## config.mk

```make
export PLATFORM = sky130hd
export DESIGN_NAME = lru_key_value_cache
export DESIGN_NICKNAME = d
export VERILOG_FILES = /design/src/rtl/lkv_pkg.sv /design/src/rtl/lkv_ctrl.sv /design/src/rtl/lkv_datapath.sv /design/src/rtl/lru_key_value_cache.sv
export SDC_FILE = /design/constraint.sdc
export NUM_CORES = 2
export LEC_CHECK = 0
export BUFFER_PORTS_ARGS = -buffer_cell sky130_fd_sc_hd__buf_2
export CAP_MARGIN = 40
export CORE_AREA = 2 2 403 365
export CTS_BUF_LIST = sky130_fd_sc_hd__clkbuf_8
export DETAILED_ROUTE_END_ITERATION = 7
export DIE_AREA = 0 0 405 367
export SYNTH_ARGS = -nofsm -noshare
export SYNTH_HDL_FRONTEND = slang
export SYNTH_SLANG_ARGS = --single-unit
```

## constraint.sdc

```tcl
create_clock -name clk -period 13 [get_ports clk]
set_input_delay 2.6 -clock clk [delete_from_list [all_inputs] [get_ports clk]]
set_output_delay 2.6 -clock clk [all_outputs]
set_load 0.005 [all_outputs]
```

## src/rtl/lkv_pkg.sv

```systemverilog
`timescale 1ns / 1ps
// shared types and constants for the lru key-value cache
package lkv_pkg;

    localparam int MAX_ENTRIES = 16;
    localparam int SLOT_W      = (MAX_ENTRIES > 1) ? $clog2(MAX_ENTRIES) : 1;
    localparam int OCC_W       = $clog2(MAX_ENTRIES + 1);
    localparam int CAP_W       = 5;
    localparam int KEY_W       = 32;
    localparam int VAL_W       = 32;

    localparam logic [CAP_W-1:0] CAP_RESET = 5'd16;

    localparam logic CMD_GET = 1'b0;
    localparam logic CMD_PUT = 1'b1;

    typedef enum logic [1:0] {
        ST_IDLE,
        ST_MATCH,
        ST_UPDATE
    } lkv_state_t;

    typedef struct packed {
        logic                    command;
        logic signed [KEY_W-1:0] lookup_key;
        logic signed [VAL_W-1:0] store_value;
    } lkv_req_t;

    typedef struct packed {
        logic                    found;
        logic signed [VAL_W-1:0] read_value;
        logic                    evicted;
        logic signed [KEY_W-1:0] evicted_key;
    } lkv_rsp_t;

    typedef struct packed {
        logic load_req;
        logic match_en;
        logic update_en;
    } lkv_cmd_t;

endpackage

```

## src/rtl/lkv_ctrl.sv

```systemverilog
`timescale 1ns / 1ps
// controller state machine for the lru key-value cache
module lkv_ctrl
    import lkv_pkg::*;
(
    input  logic     clk,
    input  logic     rst_n,
    input  logic     req_valid,
    output logic     req_ready,
    output logic     rsp_valid,
    input  logic     rsp_ready,
    output lkv_cmd_t cmd
);

    lkv_state_t state_reg;
    lkv_state_t state_next;
    logic       out_valid_reg;
    logic       out_valid_next;

    always_ff @(posedge clk or negedge rst_n)
    begin
        if (!rst_n)
        begin
            state_reg     <= ST_IDLE;
            out_valid_reg <= 1'b0;
        end
        else
        begin
            state_reg     <= state_next;
            out_valid_reg <= out_valid_next;
        end
    end

    always_comb
    begin
        state_next = state_reg;
        req_ready  = 1'b0;
        cmd        = '0;
        case (state_reg)
            ST_IDLE:
            begin
                req_ready = 1'b1;
                if (req_valid)
                begin
                    cmd.load_req = 1'b1;
                    state_next   = ST_MATCH;
                end
            end
            ST_MATCH:
            begin
                cmd.match_en = 1'b1;
                state_next   = ST_UPDATE;
            end
            ST_UPDATE:
            begin
                // result slot must be free or draining this cycle
                if (!out_valid_reg || rsp_ready)
                begin
                    cmd.update_en = 1'b1;
                    state_next    = ST_IDLE;
                end
            end
            default:
            begin
                state_next = ST_IDLE;
            end
        endcase

        if (cmd.update_en)
            out_valid_next = 1'b1;
        else if (rsp_ready)
            out_valid_next = 1'b0;
        else
            out_valid_next = out_valid_reg;
    end

    assign rsp_valid = out_valid_reg;

endmodule

```

## src/rtl/lkv_datapath.sv

```systemverilog
`timescale 1ns / 1ps
// key match, recency list and entry storage for the lru key-value cache
module lkv_datapath
    import lkv_pkg::*;
(
    input  logic             clk,
    input  logic             rst_n,
    input  lkv_cmd_t         cmd,
    input  lkv_req_t         req,
    input  logic             cfg_we,
    input  logic [CAP_W-1:0] cfg_data,
    output lkv_rsp_t         rsp
);

    lkv_req_t                 req_reg;
    logic [KEY_W-1:0]         keys_reg   [MAX_ENTRIES];
    logic [VAL_W-1:0]         values_reg [MAX_ENTRIES];
    logic [MAX_ENTRIES-1:0]   valid_reg;
    logic [SLOT_W-1:0]        order_reg  [MAX_ENTRIES];
    logic [SLOT_W-1:0]        order_next [MAX_ENTRIES];
    logic [OCC_W-1:0]         occ_reg;
    logic [CAP_W-1:0]         cap_reg;
    logic [MAX_ENTRIES-1:0]   hit_vec_reg;
    logic [MAX_ENTRIES-1:0]   hit_vec_next;
    lkv_rsp_t                 rsp_reg;
    lkv_rsp_t                 rsp_next;

    logic [MAX_ENTRIES-1:0]   pos_hit;
    logic                     found;
    logic [SLOT_W-1:0]        hit_pos;
    logic [OCC_W-1:0]         eff_cap;
    logic                     is_put;
    logic                     evict;
    logic [OCC_W-1:0]         ins_occ;
    logic [SLOT_W-1:0]        move_pos;
    logic [SLOT_W-1:0]        slot;
    logic                     do_move;

    // parallel key compare against every live slot
    always_comb
    begin
        for (int s = 0; s < MAX_ENTRIES; s++)
            hit_vec_next[s] = valid_reg[s] && (keys_reg[s] == req_reg.lookup_key);
    end

    always_comb
    begin
        is_put = (req_reg.command == CMD_PUT);

        for (int p = 0; p < MAX_ENTRIES; p++)
            pos_hit[p] = (OCC_W'(p) < occ_reg) && hit_vec_reg[order_reg[p]];
        found   = |pos_hit;
        hit_pos = '0;
        for (int p = 0; p < MAX_ENTRIES; p++)
            if (pos_hit[p])
                hit_pos = hit_pos | SLOT_W'(p);

        // zero acts as one, large values saturate
        if (cap_reg == '0)
            eff_cap = OCC_W'(1);
        else if (int'(cap_reg) > MAX_ENTRIES)
            eff_cap = OCC_W'(MAX_ENTRIES);
        else
            eff_cap = OCC_W'(cap_reg);

        evict    = !found && is_put && (occ_reg >= eff_cap) && (occ_reg != '0);
        ins_occ  = evict ? (occ_reg - OCC_W'(1)) : occ_reg;
        move_pos = found ? hit_pos : ins_occ[SLOT_W-1:0];
        slot     = order_reg[move_pos];
        do_move  = found || is_put;

        // move to front
        for (int p = 0; p < MAX_ENTRIES; p++)
        begin
            if (!do_move)
                order_next[p] = order_reg[p];
            else if (p == 0)
                order_next[p] = slot;
            else if (SLOT_W'(p) <= move_pos)
                order_next[p] = order_reg[p-1];
            else
                order_next[p] = order_reg[p];
        end

        rsp_next.found       = found;
        rsp_next.read_value  = (found && !is_put) ? values_reg[slot] : '0;
        rsp_next.evicted     = evict;
        rsp_next.evicted_key = evict ? keys_reg[slot] : '0;
    end

    always_ff @(posedge clk or negedge rst_n)
    begin
        if (!rst_n)
        begin
            valid_reg <= '0;
            occ_reg   <= '0;
            cap_reg   <= CAP_RESET;
            for (int p = 0; p < MAX_ENTRIES; p++)
                order_reg[p] <= SLOT_W'(p);
        end
        else
        begin
            if (cfg_we && (occ_reg == '0))
                cap_reg <= cfg_data;
            if (cmd.update_en)
            begin
                for (int p = 0; p < MAX_ENTRIES; p++)
                    order_reg[p] <= order_next[p];
                if (!found && is_put)
                begin
                    valid_reg[slot] <= 1'b1;
                    if (!evict)
                        occ_reg <= occ_reg + OCC_W'(1);
                end
            end
        end
    end

    // payload registers, no reset
    always_ff @(posedge clk)
    begin
        if (cmd.load_req)
            req_reg <= req;
        if (cmd.match_en)
            hit_vec_reg <= hit_vec_next;
        if (cmd.update_en)
        begin
            rsp_reg <= rsp_next;
            if (is_put)
                values_reg[slot] <= req_reg.store_value;
            if (!found && is_put)
                keys_reg[slot] <= req_reg.lookup_key;
        end
    end

    assign rsp = rsp_reg;

endmodule

```

## src/rtl/lru_key_value_cache.sv

```systemverilog
`timescale 1ns / 1ps
// top level of the fully associative lru key-value cache
//
// request channel (req_valid/req_ready/req) carries a get or a put with key
// and value; response channel (rsp_valid/rsp_ready/rsp) returns exactly one
// transaction per request, in order: found flag, read value on a get hit,
// and the evicted key when a put miss pushes out the least recent entry
// sequence: an accepted request is registered, then matched (all keys
// compared in parallel), then the store and recency list update and the
// response is loaded into the output register; a new request is taken
// only once the update is done, so transactions do not overlap, as set by
// the three-state controller (accept, match, update)
// the output register decouples the sides: if the receiver stalls, the next
// request is still accepted and matched, and holds in the update state
// until the pending response is taken
// reset: store empty, recency list in slot order, capacity register 16;
// no clearing pass is needed since the valid bits are flip-flops
// capacity (cfg_we/cfg_data) is taken only while the store is empty;
// zero acts as one and values above 16 saturate
module lru_key_value_cache
    import lkv_pkg::*;
(
    input  logic             clk,
    input  logic             rst_n,
    input  logic             req_valid,
    output logic             req_ready,
    input  lkv_req_t         req,
    output logic             rsp_valid,
    input  logic             rsp_ready,
    output lkv_rsp_t         rsp,
    input  logic             cfg_we,
    input  logic [CAP_W-1:0] cfg_data
);

    lkv_cmd_t cmd;

    // sequencing of accept, match and update
    lkv_ctrl u_ctrl (
        .clk       (clk),
        .rst_n     (rst_n),
        .req_valid (req_valid),
        .req_ready (req_ready),
        .rsp_valid (rsp_valid),
        .rsp_ready (rsp_ready),
        .cmd       (cmd)
    );

    // entry storage, key compare and recency list
    lkv_datapath u_datapath (
        .clk      (clk),
        .rst_n    (rst_n),
        .cmd      (cmd),
        .req      (req),
        .cfg_we   (cfg_we),
        .cfg_data (cfg_data),
        .rsp      (rsp)
    );

endmodule
```

==> summary.txt <==
Synthesis
  – Synthesis-stage register bit count: 1264
  – Unique masters post-synth: 75
  – Synth warn: 0
  – Cells after Synth: 3267
  – Synthesized Nets: 3350
  – Synth Area per Inst: 17.18 um2
  – Most common cell in the synthesized netlist: edfxtp_1
  – Post-synth EDFFs: 1171
  – Area fraction of the dominant cell type after synthesis: 62.65%
  – Area leader, netlist: edfxtp_1
  – Sequential area share after synthesis: 66.87%
  – Ys async rst share: 7.358%
  – Post-synth top flop: edfxtp_1
  – Most frequent cells after synthesis: edfxtp_1 (1171), xnor2_1 (452), mux4_2 (290)
  – Synth top area cells: edfxtp_1 (63%), mux4_2 (12%), xnor2_1 (7.1%)
  – Post-Syn Area: 56130 um2

Floorplanning
  – Num ports: 143
  – Core area: 144900 um2
  – Initial core utilization: 38.72%
  – Die extent in x: 405 um
  – Die Y: 367 um
  – Die area: 148600 um2
  – Row cnt: 133

GRT
  – Initial antenna violation count: 16
  – Tot GR Track Use: 22.73%
  – Total gr overflow: 0
  – Number of global-route vias before repair: 31.65k
  – First-pass GRT wire length: 239800 um
  – Largest net degree at the start of global routing: 129

Power and ir drop
  – Power Total: 0.01583 W
  – Leak pwr: 20.22 nW
  – Power per Cell Area: 249.7 nW/um2
  – Max IR drop VDD: 0.7655 mV

STA
  – Max Freq: 129.0 MHz
  – RSZ-0062 raised after global routing: no
  – Max Transition Viols Final: 0
  – TNS Setup: 0 ns
  – Slew HR: 37.88%
  – Final hold violations: 0
  – Setup violations, final: 0
  – Max Clock Skew: 0.05618 ns
  – Final period utilization: 59.65%
  – Least-Margin Pin Slew: 0.9318 ns
  – Tmin final: 7.754 ns

Worst setup path
  – Worst EP arrival: 8.28 ns
  – Cells along the critical path: or3_1 -> a21oi_1 -> nor3_1 -> nor4_1 -> o2111ai_1 -> nor3_2 -> a21o_1 -> buf_8 -> mux2i_1 -> a211oi_1 -> or4_2 -> buf_4 -> and2_2 -> buf_4 -> nand3_1 -> nor2_4 -> buf_4
  – CP endpoint kind: register
  – CP max-delay cell: nor3_2
  – CP max stage delay: 0.77 ns
  – FF-to-FF Start: u_datapath.occ_reg[2]
  – Crit path from: u_datapath.occ_reg[2]
  – Crit Path Class: reg -> reg
  – Largest fanout on the critical path: 33
  – WP data required: 13.52 ns
  – Critical Path Start Type: register
  – Crit path top cell by count: buf_4

Routing
  – Residual DRC: 0
  – Routed Antenna Nets: 0
  – Via count: 32.02k
  – First-pass DRT Iterations: 6
  – Vias per cell: 5.669
  – WL final: 170100 um
  – WL per Instance: 30.11 um
  – Starting DRT DRC Count: 3974

Placed design
  – Post-DP HPWL: 107800 um
  – PortBufs: 142
  – Placer congestion estimate: 0.9345
  – Placed Area: 59550 um2

Clock network
  – Root Driver: clkbuf_8
  – Sink Count: 1264
  – TritonCTS Buffers: 206
  – CTS tree: built
  – Bufs on Longest Clock Path: 3
  – Clock Latency Late Sink: 0.90 ns
  – # hold bufs at CTS: 0
  – Post-CTS Setup Bufs: 0
  – H-tree levels: 4
  – Clock transition at path regs: 0.07 ns
  – Post-CTS resize count: 0

Hold path
  – Hold path startpoint: u_datapath.valid_reg[4]
  – HP Class: reg -> reg

Status
  – Status: completed

Final layout
  – Area Overhead vs Synth: 12.96%
  – Fin nets: 3600
  – Final Util: 43.74%
  – # fillers: 12.81k
  – Final instance area: 63400 um2
  – Fraction of layout cells with a size suffix above 1: 25.93%

Job
  – Max cap viols: 0
-- through the flow --
step	hold WS [ns]	std cells	setup WS, ns
global route	0.4869	5647	4.933
finish	0.4707	5648	5.246
detailed placement	0.4507	5261	5.492
CTS	0.4682	5639	5.443
floorplan	0.4324	3267	3.427
global placement	0.4461	5247	5.048
-- report_power, final --
part	internal [W]	total (W)	switching (W)
Sequential	0.00489	0.00515	0.000258
Combinational	0.00305	0.00744	0.00439
Clock	0.00162	0.00324	0.00162
Total	0.00957	0.0158	0.00626
-- cells in the final DEF, fill, tap and decap left out, types with 34 or more instances in the layout --
master and n:
nand2_1 95, clkbuf_8 210, a21oi_1 34, clkinv_1 40, xnor2_1 452, dfrtp_1 60, buf_2 141, o21ai_0 34
inv_1 137, a22oi_1 76, mux4_2 290, buf_4 97, nor4_1 52, edfxtp_1 1171, nand3_1 43, nand4_1 122
mux2_2 73, xor2_1 62, mux2i_1 77
-- worst paths after layout --
kind / to / slack (ns) / cells past startpoint
worst max-delay path: u_datapath.keys_reg[8][15] / 5.25 / 17
worst min-delay path: u_datapath.valid_reg[4] / 0.47 / 1
worst max register to register: u_datapath.keys_reg[8][15] / 5.25 / 17
worst min register to register: u_datapath.valid_reg[4] / 0.47 / 1
max in group asynchronous: u_datapath.order_reg[25] / 10.01 / 2
min in group asynchronous: u_datapath.order_reg[43] / 1.78 / 1
-- cell type report --
cell class,count,area (um2),share of cell area (%)
inverter,43,161.4,0.2546
timing repair buffer,254,1705,2.690
multi-input combinational,1748,17740,27.99
tap,1957,2449,3.862
sequential,1264,37530,59.20
clock buffer,210,2890,4.559
antenna,4,10.01,0.01579
clock inverter,168,910.9,1.437
-- worst max-delay path: cells and delay by family (launching register included) --
family | cells | cell delay (ns)
simple gates | 8 | 3.16
flops | 1 | 0.58
mux | 1 | 0.09
compound gates | 4 | 1.70
buf+inv | 4 | 1.78
-- per-layer routing --
metal  global-route usage, %  vias up  wire length [um]
met4                   6.458        4              3662
met2                   33.45     1562             76540
met3                   7.094      201             17390
li1                        -    13470                 -
met5                       0        -                27
met1                   32.41    16780             72440
-- cell families after synthesis --
logic type / synth area share, %
AO/OA/AOI/OAI: 3.803
multiplexers: 14.47
adder cells (fa/ha/maj): 0.1962
XOR/XNOR: 8.021
AND/OR/NAND/NOR: 4.652
buffers and inverters: 1.982
flip-flops: 66.87
Power figures use the tool's default switching activity.
